File: src/rtl/core/scu_pkg.sv
// Shared types, formats and fixed-point helpers of the sine/cosine unit.
// No dependencies; every other file of the unit imports this package.
package scu_pkg;

   localparam int ANGLE_W          = 32;
   localparam int ANGLE_FRAC_BITS  = 24;
   localparam int RESULT_W         = 32;
   localparam int RESULT_FRAC_BITS = 30;

   // internal formats: wide angle Q.38, working values unsigned Q.30
   localparam int WORK_BITS = 30;
   localparam int WIDE_BITS = 38;
   localparam int WORK_W    = WORK_BITS + 1;

   localparam int ANGLE_SHIFT = WIDE_BITS - ANGLE_FRAC_BITS;
   localparam int MAG_W       = ANGLE_W + ANGLE_SHIFT;
   localparam int WIDE_W      = MAG_W + 1;

   localparam logic [63:0] HALF_PI_Q62 = 64'h6487_ED51_10B4_611A;
   localparam int          PI_SHIFT    = 62 - WIDE_BITS;
   localparam logic [63:0] HALF_PI_W   =
      (HALF_PI_Q62 + (64'd1 << (PI_SHIFT - 1))) >> PI_SHIFT;
   localparam logic [63:0] PI16_W      =
      (HALF_PI_Q62 + (64'd1 << (PI_SHIFT + 2))) >> (PI_SHIFT + 3);
   localparam int          REM_W       = $clog2(HALF_PI_W + 64'd1);
   localparam int          QUOT_W      = MAG_W - REM_W + 1;
   localparam logic [63:0] SMALL_W     = 64'd1 << (WIDE_BITS - 7);
   localparam int          TO_WORK_SHIFT = WIDE_BITS - WORK_BITS;

   localparam logic [WORK_W-1:0] ONE_Q = WORK_W'(64'd1 << WORK_BITS);

   localparam int PROD_W = 2 * WORK_W + 1;
   localparam logic [PROD_W-1:0] QMUL_ROUND = PROD_W'(64'd1 << (WORK_BITS - 1));

   // floor division by a constant: ceil(2^s/d) reciprocal, exact for WORK_W-bit inputs
   localparam int DIV_N   = WORK_W;
   localparam int DIVM_W  = DIV_N + 2;
   localparam int DPROD_W = WORK_W + DIVM_W;
   localparam int DIV6_S  = DIV_N + 3;
   localparam int DIV20_S = DIV_N + 5;
   localparam int DIV42_S = DIV_N + 6;
   localparam int DIV72_S = DIV_N + 7;
   localparam logic [DIVM_W-1:0] DIV6_M  = DIVM_W'(((64'd1 << DIV6_S) + 64'd5) / 64'd6);
   localparam logic [DIVM_W-1:0] DIV20_M = DIVM_W'(((64'd1 << DIV20_S) + 64'd19) / 64'd20);
   localparam logic [DIVM_W-1:0] DIV42_M = DIVM_W'(((64'd1 << DIV42_S) + 64'd41) / 64'd42);
   localparam logic [DIVM_W-1:0] DIV72_M = DIVM_W'(((64'd1 << DIV72_S) + 64'd71) / 64'd72);

   localparam int ROOT_W = WORK_W;
   localparam int RAD_W  = 2 * WORK_W;

   localparam int RES_SHIFT = WORK_BITS - RESULT_FRAC_BITS;
   localparam logic [WORK_W:0] RES_ROUND = (WORK_W + 1)'((64'd1 << RES_SHIFT) >> 1);
   localparam logic [WORK_W:0] RES_ONE   = (WORK_W + 1)'(64'd1 << RESULT_FRAC_BITS);

   typedef struct packed {
      logic       valid;
      logic       neg;
      logic       small_ang;
      logic [1:0] depth;
   } scu_ctl_type;

   typedef struct packed {
      scu_ctl_type       ctl;
      logic [WORK_W-1:0] sv;
      logic [WORK_W-1:0] sq;
   } scu_side_type;

   function automatic logic [WORK_W-1:0] qmul(input logic [WORK_W-1:0] a,
                                              input logic [WORK_W-1:0] b);
      logic [PROD_W-1:0] prod;
      prod = PROD_W'(a) * PROD_W'(b) + QMUL_ROUND;
      return WORK_W'(prod >> WORK_BITS);
   endfunction

   function automatic logic [WORK_W-1:0] div_const(input logic [WORK_W-1:0] x,
                                                   input logic [DIVM_W-1:0] m,
                                                   input int s);
      logic [DPROD_W-1:0] prod;
      prod = DPROD_W'(x) * DPROD_W'(m);
      return WORK_W'(prod >> s);
   endfunction

endpackage

File: src/rtl/core/scu_reduce.sv
// Angle front end: widening, cosine offset, sign fold, pipelined reduction
// modulo pi/2, quadrant mirror and quartering. Depends on scu_pkg.
module scu_reduce import scu_pkg::*; (
   input  logic                      clock,
   input  logic                      reset,
   input  logic                      en,
   input  logic                      in_valid,
   input  logic signed [ANGLE_W-1:0] in_angle,
   input  logic                      in_mode,
   output scu_ctl_type               out_ctl,
   output logic [WORK_W-1:0]         out_x
);

   typedef struct packed {
      logic                     valid;
      logic signed [WIDE_W-1:0] wide;
   } scu_wide_type;

   typedef struct packed {
      scu_ctl_type      ctl;
      logic [MAG_W-1:0] rem;
      logic [1:0]       quad;
   } scu_div_type;

   typedef struct packed {
      scu_ctl_type      ctl;
      logic [REM_W-1:0] rem;
   } scu_fold_type;

   localparam logic signed [WIDE_W-1:0] HALF_PI_S = WIDE_W'(HALF_PI_W);

   scu_wide_type      wide_ff, wide_in;
   scu_div_type       div_ff [0:QUOT_W];
   scu_div_type       div_in [0:QUOT_W];
   scu_fold_type      fold_ff [0:2];
   scu_fold_type      fold_in [0:2];
   scu_ctl_type       ctl_ff, ctl_in;
   logic [WORK_W-1:0] x_ff, x_in;

   always_comb begin
      logic signed [WIDE_W-1:0] ext;
      logic                     neg;
      logic [MAG_W-1:0]         mag;
      logic [MAG_W-1:0]         step;
      logic                     hit;

      ext = WIDE_W'(in_angle) <<< ANGLE_SHIFT;
      wide_in.valid = in_valid;
      wide_in.wide  = in_mode ? HALF_PI_S - ext : ext;

      neg = wide_ff.wide[WIDE_W-1];
      mag = neg ? MAG_W'(-wide_ff.wide) : MAG_W'(wide_ff.wide);
      div_in[0].ctl.valid     = wide_ff.valid;
      div_in[0].ctl.neg       = neg;
      div_in[0].ctl.small_ang = 64'(mag) < SMALL_W;
      div_in[0].ctl.depth     = 2'd0;
      div_in[0].rem           = mag;
      div_in[0].quad          = 2'd0;

      // restoring division, one quotient bit per stage; keep the low two bits
      for (int k = 0; k < QUOT_W; k++) begin
         step = MAG_W'(HALF_PI_W << (QUOT_W - 1 - k));
         hit  = div_ff[k].rem >= step;
         div_in[k+1] = div_ff[k];
         if (hit) begin
            div_in[k+1].rem = div_ff[k].rem - step;
         end
         div_in[k+1].quad = {div_ff[k].quad[0], hit};
      end

      fold_in[0].ctl = div_ff[QUOT_W].ctl;
      fold_in[0].rem = REM_W'(div_ff[QUOT_W].rem);
      if (!div_ff[QUOT_W].ctl.small_ang) begin
         fold_in[0].ctl.neg = div_ff[QUOT_W].ctl.neg ^ div_ff[QUOT_W].quad[1];
         if (div_ff[QUOT_W].quad[0]) begin
            fold_in[0].rem = REM_W'(HALF_PI_W) - REM_W'(div_ff[QUOT_W].rem);
         end
      end

      for (int k = 1; k < 3; k++) begin
         fold_in[k] = fold_ff[k-1];
         if (64'(fold_ff[k-1].rem) > PI16_W) begin
            fold_in[k].rem = REM_W'(({1'b0, fold_ff[k-1].rem} + (REM_W + 1)'(2)) >> 2);
            fold_in[k].ctl.depth = fold_ff[k-1].ctl.depth + 2'd1;
         end
      end

      ctl_in = fold_ff[2].ctl;
      x_in   = WORK_W'(({1'b0, fold_ff[2].rem}
                        + (REM_W + 1)'(64'd1 << (TO_WORK_SHIFT - 1))) >> TO_WORK_SHIFT);
   end

   always_ff @(posedge clock) begin
      if (reset) begin
         wide_ff.valid <= 1'b0;
         for (int k = 0; k <= QUOT_W; k++) begin
            div_ff[k].ctl.valid <= 1'b0;
         end
         for (int k = 0; k < 3; k++) begin
            fold_ff[k].ctl.valid <= 1'b0;
         end
         ctl_ff.valid <= 1'b0;
      end else if (en) begin
         wide_ff <= wide_in;
         div_ff  <= div_in;
         fold_ff <= fold_in;
         ctl_ff  <= ctl_in;
      end
   end

   always_ff @(posedge clock) begin
      if (en) begin
         x_ff <= x_in;
      end
   end

   assign out_ctl = ctl_ff;
   assign out_x   = x_ff;

endmodule

File: config.mk
export PLATFORM = sky130hd
export DESIGN_NAME = scu_reduce
export DESIGN_NICKNAME = d
export VERILOG_FILES = /design/src/rtl/core/scu_pkg.sv /design/src/rtl/core/scu_reduce.sv
export SDC_FILE = /design/constraint.sdc
export NUM_CORES = 1
export LEC_CHECK = 0
export BUFFER_PORTS_ARGS = -buffer_cell sky130_fd_sc_hd__clkbuf_2
export CELL_PAD_IN_SITES_DETAIL_PLACEMENT = 1
export CELL_PAD_IN_SITES_GLOBAL_PLACEMENT = 1
export CORE_MARGIN = 2
export CORE_UTILIZATION = 32
export CTS_CLUSTER_SIZE = 25
export DETAILED_ROUTE_END_ITERATION = 12
export HOLD_SLACK_MARGIN = 0.12
export PLACE_DENSITY_LB_ADDON = 0.1
export SKIP_LAST_GASP = 1
export SLEW_MARGIN = 20
export SYNTH_ARGS = -nofsm -noshare
export SYNTH_HDL_FRONTEND = slang
export SYNTH_SLANG_ARGS = --single-unit
export TNS_END_PERCENT = 20
File: constraint.sdc
create_clock -name clock -period 30.1 [get_ports clock]
set_clock_uncertainty 0.1 [all_clocks]
set_input_delay 3.01 -clock clock [delete_from_list [all_inputs] [get_ports clock]]
set_output_delay 3.01 -clock clock [all_outputs]
set_load 0.01 [all_outputs]
# After elaboration in Yosys (flattened, before gate mapping)
# Cells that the tools add are included.
[op_classes]
n_bitwise = 2
n_reduce_logical = 1
muxes = 15
n_addsub = 15
magnitude_cmp = 11
[op_table]
columns = ["cell", "n"]
rows = [
  ["$mux 46", 8],
  ["$mux 39", 3],
  ["$add 39x2->40 const B", 2],
  ["$gt 39x36->1 const B", 2],
  ["$mux 47", 1],
  ["$sub 40x46->47 const A", 1],
  ["$ge 46x39->1 const B", 1],
  ["$ge 46x40->1 const B", 1],
  ["$ge 46x41->1 const B", 1],
  ["$ge 46x42->1 const B", 1],
  ["$ge 46x43->1 const B", 1],
  ["$ge 46x44->1 const B", 1],
  ["$ge 46x45->1 const B", 1],
  ["$ge 46x46->1 const B", 1],
  ["$lt 46x32->1 const B", 1],
  ["$neg 46->46", 1],
  ["$sub 46x40->46 const B", 1],
  ["$sub 46x41->46 const B", 1],
  ["$sub 46x42->46 const B", 1],
  ["$sub 46x43->46 const B", 1],
  ["$sub 46x44->46 const B", 1],
  ["$sub 46x45->46 const B", 1],
  ["$sub 46x46->46 const B", 1],
  ["$mux 40", 1],
  ["9 further kinds", 9],
]
[word_totals]
reg_bits = 650
elab_cells = 107
output_inout_bits = 36

# Depth between registers and ports, before layout
# Gate-level depths: netlist (run 1).
[depth]
word_depth = 3
mapped_depth = 12

# Worst setup path after synthesis (run 1)
# OpenSTA, ideal clock, no wires.
[synth_timing]
path_kind = "input-to-reg"
start = "input en"
end = "register fold_ff, in the netlist ctl_in[0] (enable)"
cell_stages = 3
setup_time_ps = 1573
path_slack_ps = 142
arrival_time_ps = 28284
required_time_ps = 28427
path_buffers = 2
path_cell_list = "clkbuf_1 -> clkbuf_1 -> nor2b_1"
[synth_between]
elab_chain_len = 1
[synth_lines]
columns = ["element", "line", "text"]
rows = [
  ["from (decl)", "scu_reduce.sv:6", "input logic en,"],
  ["$reduce_and 2->1 (no source line)", "-", ""],
  ["to (signal assigned)", "scu_reduce.sv:106", "fold_ff <= fold_in;"],
  ["to (decl)", "scu_reduce.sv:35", "scu_fold_type fold_ff [0:2];"],
]
# No other way between the ends.
# A chain may end at the register's enable or synchronous reset.

# Worst setup path after layout (run 1)
[layout_timing]
start = "input en"
end = "register div_ff[403] (netlist name) (enable)"
[layout_between]
elab_chain_len = 1
[layout_lines]
columns = ["element", "line", "text"]
rows = [
  ["$reduce_and 2->1 (no source line)", "-", ""],
  ["to (signal assigned)", "scu_reduce.sv:105", "div_ff <= div_in;"],
  ["to (decl)", "scu_reduce.sv:33", "scu_div_type div_ff [0:QUOT_W];"],
]
# No other way between the ends.

==> impl_metrics.ini, run 1 <==
[setup_path]
cp.required_ns = 30.22
slowest_stage = buf_4
crit_arrival_ns = 6.68
cp_common_cell = buf_4
start_kind = input pin
worstPathMaxFanout = 148
crit_type = input pin to flop
path_cells = clkbuf_2, buf_4, nor2b_4, buf_12, buf_4, buf_4
max_stage_delay_ns = 0.89
crit_path_end_kind = flop

[floorplan]
initial_core_util_pct = 32.3
placementRows = 115
die_area_um2 = 102000
core_area_um2 = 98600
die_w_um = 319
dieHeight_um = 319
ios = 73

[cts]
cts_buffers = 75
ctsHoldBuffers = 0
insertion_delay_ns = 0.62
cts-root-buf = clkbuf_16
tritoncts = built
postCtsSetupRepairBufs = 0
clockBufferDepth = 3
cts.sinks = 605
htree_levels = 3
cts_resized = 0
clk_pin_slew_ns = 0.06

[detailed_routing]
wl_per_cell_um = 18.2
vias_per_cell = 5.09
drtAntennaViolNets = 0
wl_um = 77800
vias = 21800
drtIter0Drc = 1037
drc = 0
firstDrtPassIters = 5

[timing]
tightest_slew_ns = 1.07
finalCritPeriodShare_pct = 21.8
maxSlewHeadroom_pct = 28.5
worst_slack_ns = 23.54
fmax_mhz = 153
min_period_ns = 6.56
fin_setup_tns_ns = 0
setup_violations = 0
drv_slew = 0
hold_viol = 0
rsz0062_at_grt = false

[synthesis]
synthCells = 2850
ys.flop_type = edfxtp_1
synth_edf_count = 591
synth_cell_type_count = 85
synth_seq_cells = 605
syn_avg_cell_area_um2 = 11.2
synth_top_cells_by_count = edfxtp_1 (591), nand2_1 (283), xnor2_1 (271)
synth.most_common_cell = edfxtp_1
synth.top_cells.by_area = edfxtp_1 (56%), xnor2_1 (7.5%), xor2_1 (5.1%), nand2_1 (3.3%), nor2_1 (2.8%)
netlist_area_um2 = 31800
synth_top_cell_area_share_pct = 55.7
async_flop_share_pct = 0
yosysTopAreaCell = edfxtp_1
ys_seq_area_share_pct = 56.6
yosys_warnings = 0

[placed_design]
gp_congestion = 0.806
dp_hpwl_um = 58300
dp_slack_ns = 22.24
place_inst = 4149
io_buffer_count = 72
dpl-instance-area_um2 = 33700

[power_and_ir_drop]
p_leak_uw = 0.0124
p_per_area_nw_per_um2 = 58.1
max-vdd-ir-drop_v = 0.0000362

[grt]
grt_pass1_vias = 23100
antenna_found_initial = 0
grt_pass1_wl_um = 126000
groute.usage.overall_pct = 15.3
overflow = 0
grt_max_degree = 149

[cells_and_area]
drive_gt1_share_pct = 8.91
instances_no_fill = 4285
antennaDiodeCount = 0
syn_to_final_growth_pct = 13.7
nNetsFinal = 3002
final_cell_area_um2 = 36200
fillCellCount = 10600

[min_path]
hold_class = flop to flop

[job]
maxCapViolCount = 0

[outcome]
outcome = completed
## per-stage QoR
stage	utilization, %	total power [µW]	hold slack, ns
6_report	36.7	2100	0.302
5_1_grt	36.7	2200	0.326
4_1_cts	36.7	2140	0.305
3_5_place_dp	34.2	1240	0.307
3_3_place_gp	34.2	1230	0.303
2_1_floorplan	-	1200	0.300
## registers in the layout (all words and copies together) (netlist names)
name and count:
div_ff 412, fold_ff 117, wide_ff 33, out_x 31, ctl_in 5, out_ctl 5, div_in 2
## report_power, final
group	internal [µW]	leakage (µW)	switching [µW]
Sequential	990	0.00567	50.6
Combinational	71.4	0.00551	104
Clock	538	0.00119	349
## worst paths after layout
check                     endpoint  cells past startpoint                   start  slack [ns]
max          div_ff[403]$_DFFE_PP_                      6                      en       23.54
min          fold_ff[86]$_DFFE_PP_                      0  fold_ff[130]$_DFFE_PP_        0.30
max reg2reg   div_ff[63]$_DFFE_PP_                      9   div_ff[138]$_DFFE_PP_       25.51
min reg2reg  fold_ff[86]$_DFFE_PP_                      0  fold_ff[130]$_DFFE_PP_        0.30
## per-layer routing
layer  part of all wire (%)  GRT usage, %
met4                    3.7          5.96
met3                    2.4          2.30
met5                      0             0
met1                     41          17.2
met2                     53          29.0
## layout make-up
type                    instances  area, µm²  share of cell area, %
clock inverters                37        380                   1.05
multi-input cells            2089      13300                   36.7
inverters                      76        285                  0.788
flip-flops and latches        605      18000                   49.8
well taps                    1287       1610                   4.45
clock buffers                  97       2040                   5.64
repair buffers                 94        571                   1.58
## critical path, delay by kind of cell
family,cells,cell delay (ns)
buf+inv,5,2.89
simple gates,1,0.51
## kinds of logic (layout without fill, tap and decap cells)
group,after synthesis,after routing,share of synthesized area (%)
DFF,605,605,56.6
AOI/OAI and AO/OA,517,517,10.4
and+or+nand+nor,1067,1067,16.9
xor gates and xnor gates,456,456,12.5
adders and majority gates,24,24,0.943
other,1,2,0.0118
muxes,23,23,0.739
buffers and inverters,157,304,1.87
## cell usage in the layout (no fill, tap or decap), types with 11 or more instances in the layout
cell type,instances
a211oi_1,25
a21boi_0,15
a21o_1,15
a21oi_1,128
a31oi_1,34
and2_1,27
and3_1,40
and4_1,11
buf_4,19
clkbuf_1,17
clkbuf_16,78
clkbuf_2,72
clkinv_1,13
clkinv_2,12
dfxtp_1,14
edfxtp_1,591
ha_1,24
inv_1,75
mux2i_1,19
nand2_1,283
nand2b_1,36
nand3_1,111
nand4_1,43
nor2_1,234
nor2b_1,27
nor3_1,73
nor3b_1,12
nor4_1,52
o211ai_1,26
o21a_1,14
o21ai_0,141
o31ai_1,26
or2_2,23
or3_1,27
or4_1,19
xnor2_1,271
xor2_1,185
No activity file was read; power rests on OpenSTA's default activity.
==> inputs of run 2 (changes only) <==
==> constraint.sdc (replaced) <==
create_clock -name clock -period 6.2 [get_ports clock]
set_clock_uncertainty 0.1 [all_clocks]
set_input_delay 0.62 -clock clock [delete_from_list [all_inputs] [get_ports clock]]
set_output_delay 0.62 -clock clock [all_outputs]
set_load 0.01 [all_outputs]
==> run 2 against run 1 <==
Compared with the run above: non-clock buffer count down 2; global-route usage increased by 0.50 points; first-iteration DRC count up 22%; sequential cell count stayed put; clock-buffer cell count shrank 5; largest power group unchanged; worst setup slack worse by 21 ns; clock power increased to 4.8 times the previous value; final area down 0.14%; combinational power increased to 4.8 times the previous value; power grew to 4.8 times the previous value; hold slack worse by 0.11 ns; via count grew 0.73%.
==> impl_metrics.ini, run 2 (same netlist as run 1, synthesis figures left out) <==
[detailed_routing]
drtIter0Drc = 1263
vias_per_cell = 5.12
drtAntennaViolNets = 0
wl_um = 80500
vias = 22000
drc = 0
firstDrtPassIters = 5
wl_per_cell_um = 18.8

[timing]
hold_viol = 0
finalCritPeriodShare_pct = 66.9
setup_violations = 0
tightest_slew_ns = 1.08
min_period_ns = 4.15
rsz0062_at_grt = false
drv_slew = 0
fmax_mhz = 241
maxSlewHeadroom_pct = 28.3

[floorplan]
die_area_um2 = 102000
core_area_um2 = 98600
die_w_um = 319
initial_core_util_pct = 32.3
placementRows = 115
dieHeight_um = 319
ios = 73

[setup_path]
path_cells = o41ai_1, a21boi_0, nor4_1, nor4_1, nor2b_2, nor2_1, nand2_1, xnor2_1
max_stage_delay_ns = 0.85
reg2reg_slack_ns = 2.05
crit_arrival_ns = 4.42
start_kind = flop
crit_path_start = div_ff[217]$_DFFE_PP_
cp.required_ns = 6.47
worstPathMaxFanout = 20
crit_type = flop to flop
cp_common_cell = nor4_1
slowest_stage = nor2b_2
crit_path_end_kind = flop
worstReg2RegStart = div_ff[217]$_DFFE_PP_

[outcome]
outcome = completed

[cells_and_area]
largest_reg_flops = 412
nNetsFinal = 3002
final_cell_area_um2 = 36200
drive_gt1_share_pct = 8.87
syn_to_final_growth_pct = 13.6
max_flop_register = div_ff
antennaDiodeCount = 0
final_cell_mix = edfxtp_1 (591), nand2_1 (283), xnor2_1 (271), nor2_1 (234), xor2_1 (185)
final_common_cell = edfxtp_1
top_regs = div_ff x412, fold_ff x117, wide_ff x33

[grt]
groute.usage.overall_pct = 15.8
grt_pass1_vias = 23400
grt_max_degree = 176
antenna_found_initial = 0
overflow = 0
grt_pass1_wl_um = 130000

[cts]
cts_buffers = 77
htree_levels = 3
insertion_delay_ns = 0.63
postCtsSetupRepairBufs = 0
clockBufferDepth = 3
tritoncts = built
cts-root-buf = clkbuf_16
cts_resized = 0
ctsHoldBuffers = 2
cts.sinks = 605
clk_pin_slew_ns = 0.06

[job]
maxCapViolCount = 0

[power_and_ir_drop]
p_leak_uw = 0.0123
p_per_area_nw_per_um2 = 280
max-vdd-ir-drop_v = 0.000163
p_total_uw = 10100

[placed_design]
io_buffer_count = 72
dp_hpwl_um = 59700
gp_congestion = 0.837
dpl-instance-area_um2 = 33700

[min_path]
hp-start = in_angle[0]
hold_class = input pin to flop
==> run 2: changes by cell type in the layout (fill, tap and decap cells not counted), sizes merged <==
cell | before | now
clkinv | 26 | 35
inv | 79 | 78
clkinvlp | 1 | 4
clkbuf | 169 | 164
buf | 22 | 18
dlygate4sd3 | 0 | 2
bufinv | 7 | 4
==> run 2: worst paths after layout <==
check	end	cells after the start
min	wide_ff[14]$_DFFE_PP_	2
min reg2reg	out_ctl[0]$_DFFE_PP_	0
max	div_ff[188]$_DFFE_PP_	8
max reg2reg	div_ff[188]$_DFFE_PP_	8
==> run 2: metrics by stage <==
stage | utilization (%) | setup WS, ns | std cells | setup TNS, ns | hold slack, ns
2_1_floorplan | - | -3.61 | 2851 | -2019.00 | 0.300
3_3_place_gp | 34.2 | 2.16 | 4146 | 0 | 0.301
3_5_place_dp | 34.2 | 2.02 | 4146 | 0 | 0.305
4_1_cts | 36.7 | 2.00 | 4285 | 0 | 0.129
5_1_grt | 36.7 | 1.66 | 4286 | 0 | 0.159
6_report | 36.7 | 2.05 | 4286 | 0 | 0.187
==> run 2: layout make-up <==
cell class,count,area [µm²]
multi-input combinational,2089,13300
fill,10600,62400
sequential,605,18000
clock buffer,92,2030
timing repair buffer,92,573
inverter,76,285
clock inverter,45,360
tap,1287,1610
==> run 2: power breakdown <==
| group | switching [µW] | internal, µW | leakage [µW] |
|---|---|---|---|
| logic | 496 | 347 | 0.00549 |
| clock network | 1740 | 2500 | 0.00116 |
| registers | 259 | 4810 | 0.00567 |
==> run 2: layer usage <==
metal | global-route usage, % | share of wire (%) | vias to the layer above
met5 | 0 | 0 | -
met4 | 5.47 | 3.1 | 0
met3 | 2.29 | 2.4 | 139
met2 | 29.9 | 53 | 239
met1 | 18.1 | 41 | 10900
li1 | - | - | 10700
==> run 2: critical path, delay by kind of cell (launching register included) <==
kind | cells | cell delay (ns)
AOI/OAI and AO/OA | 2 | 1.07
xor gates and xnor gates | 1 | 0.08
and+or+nand+nor | 5 | 2.17
DFF | 1 | 0.49
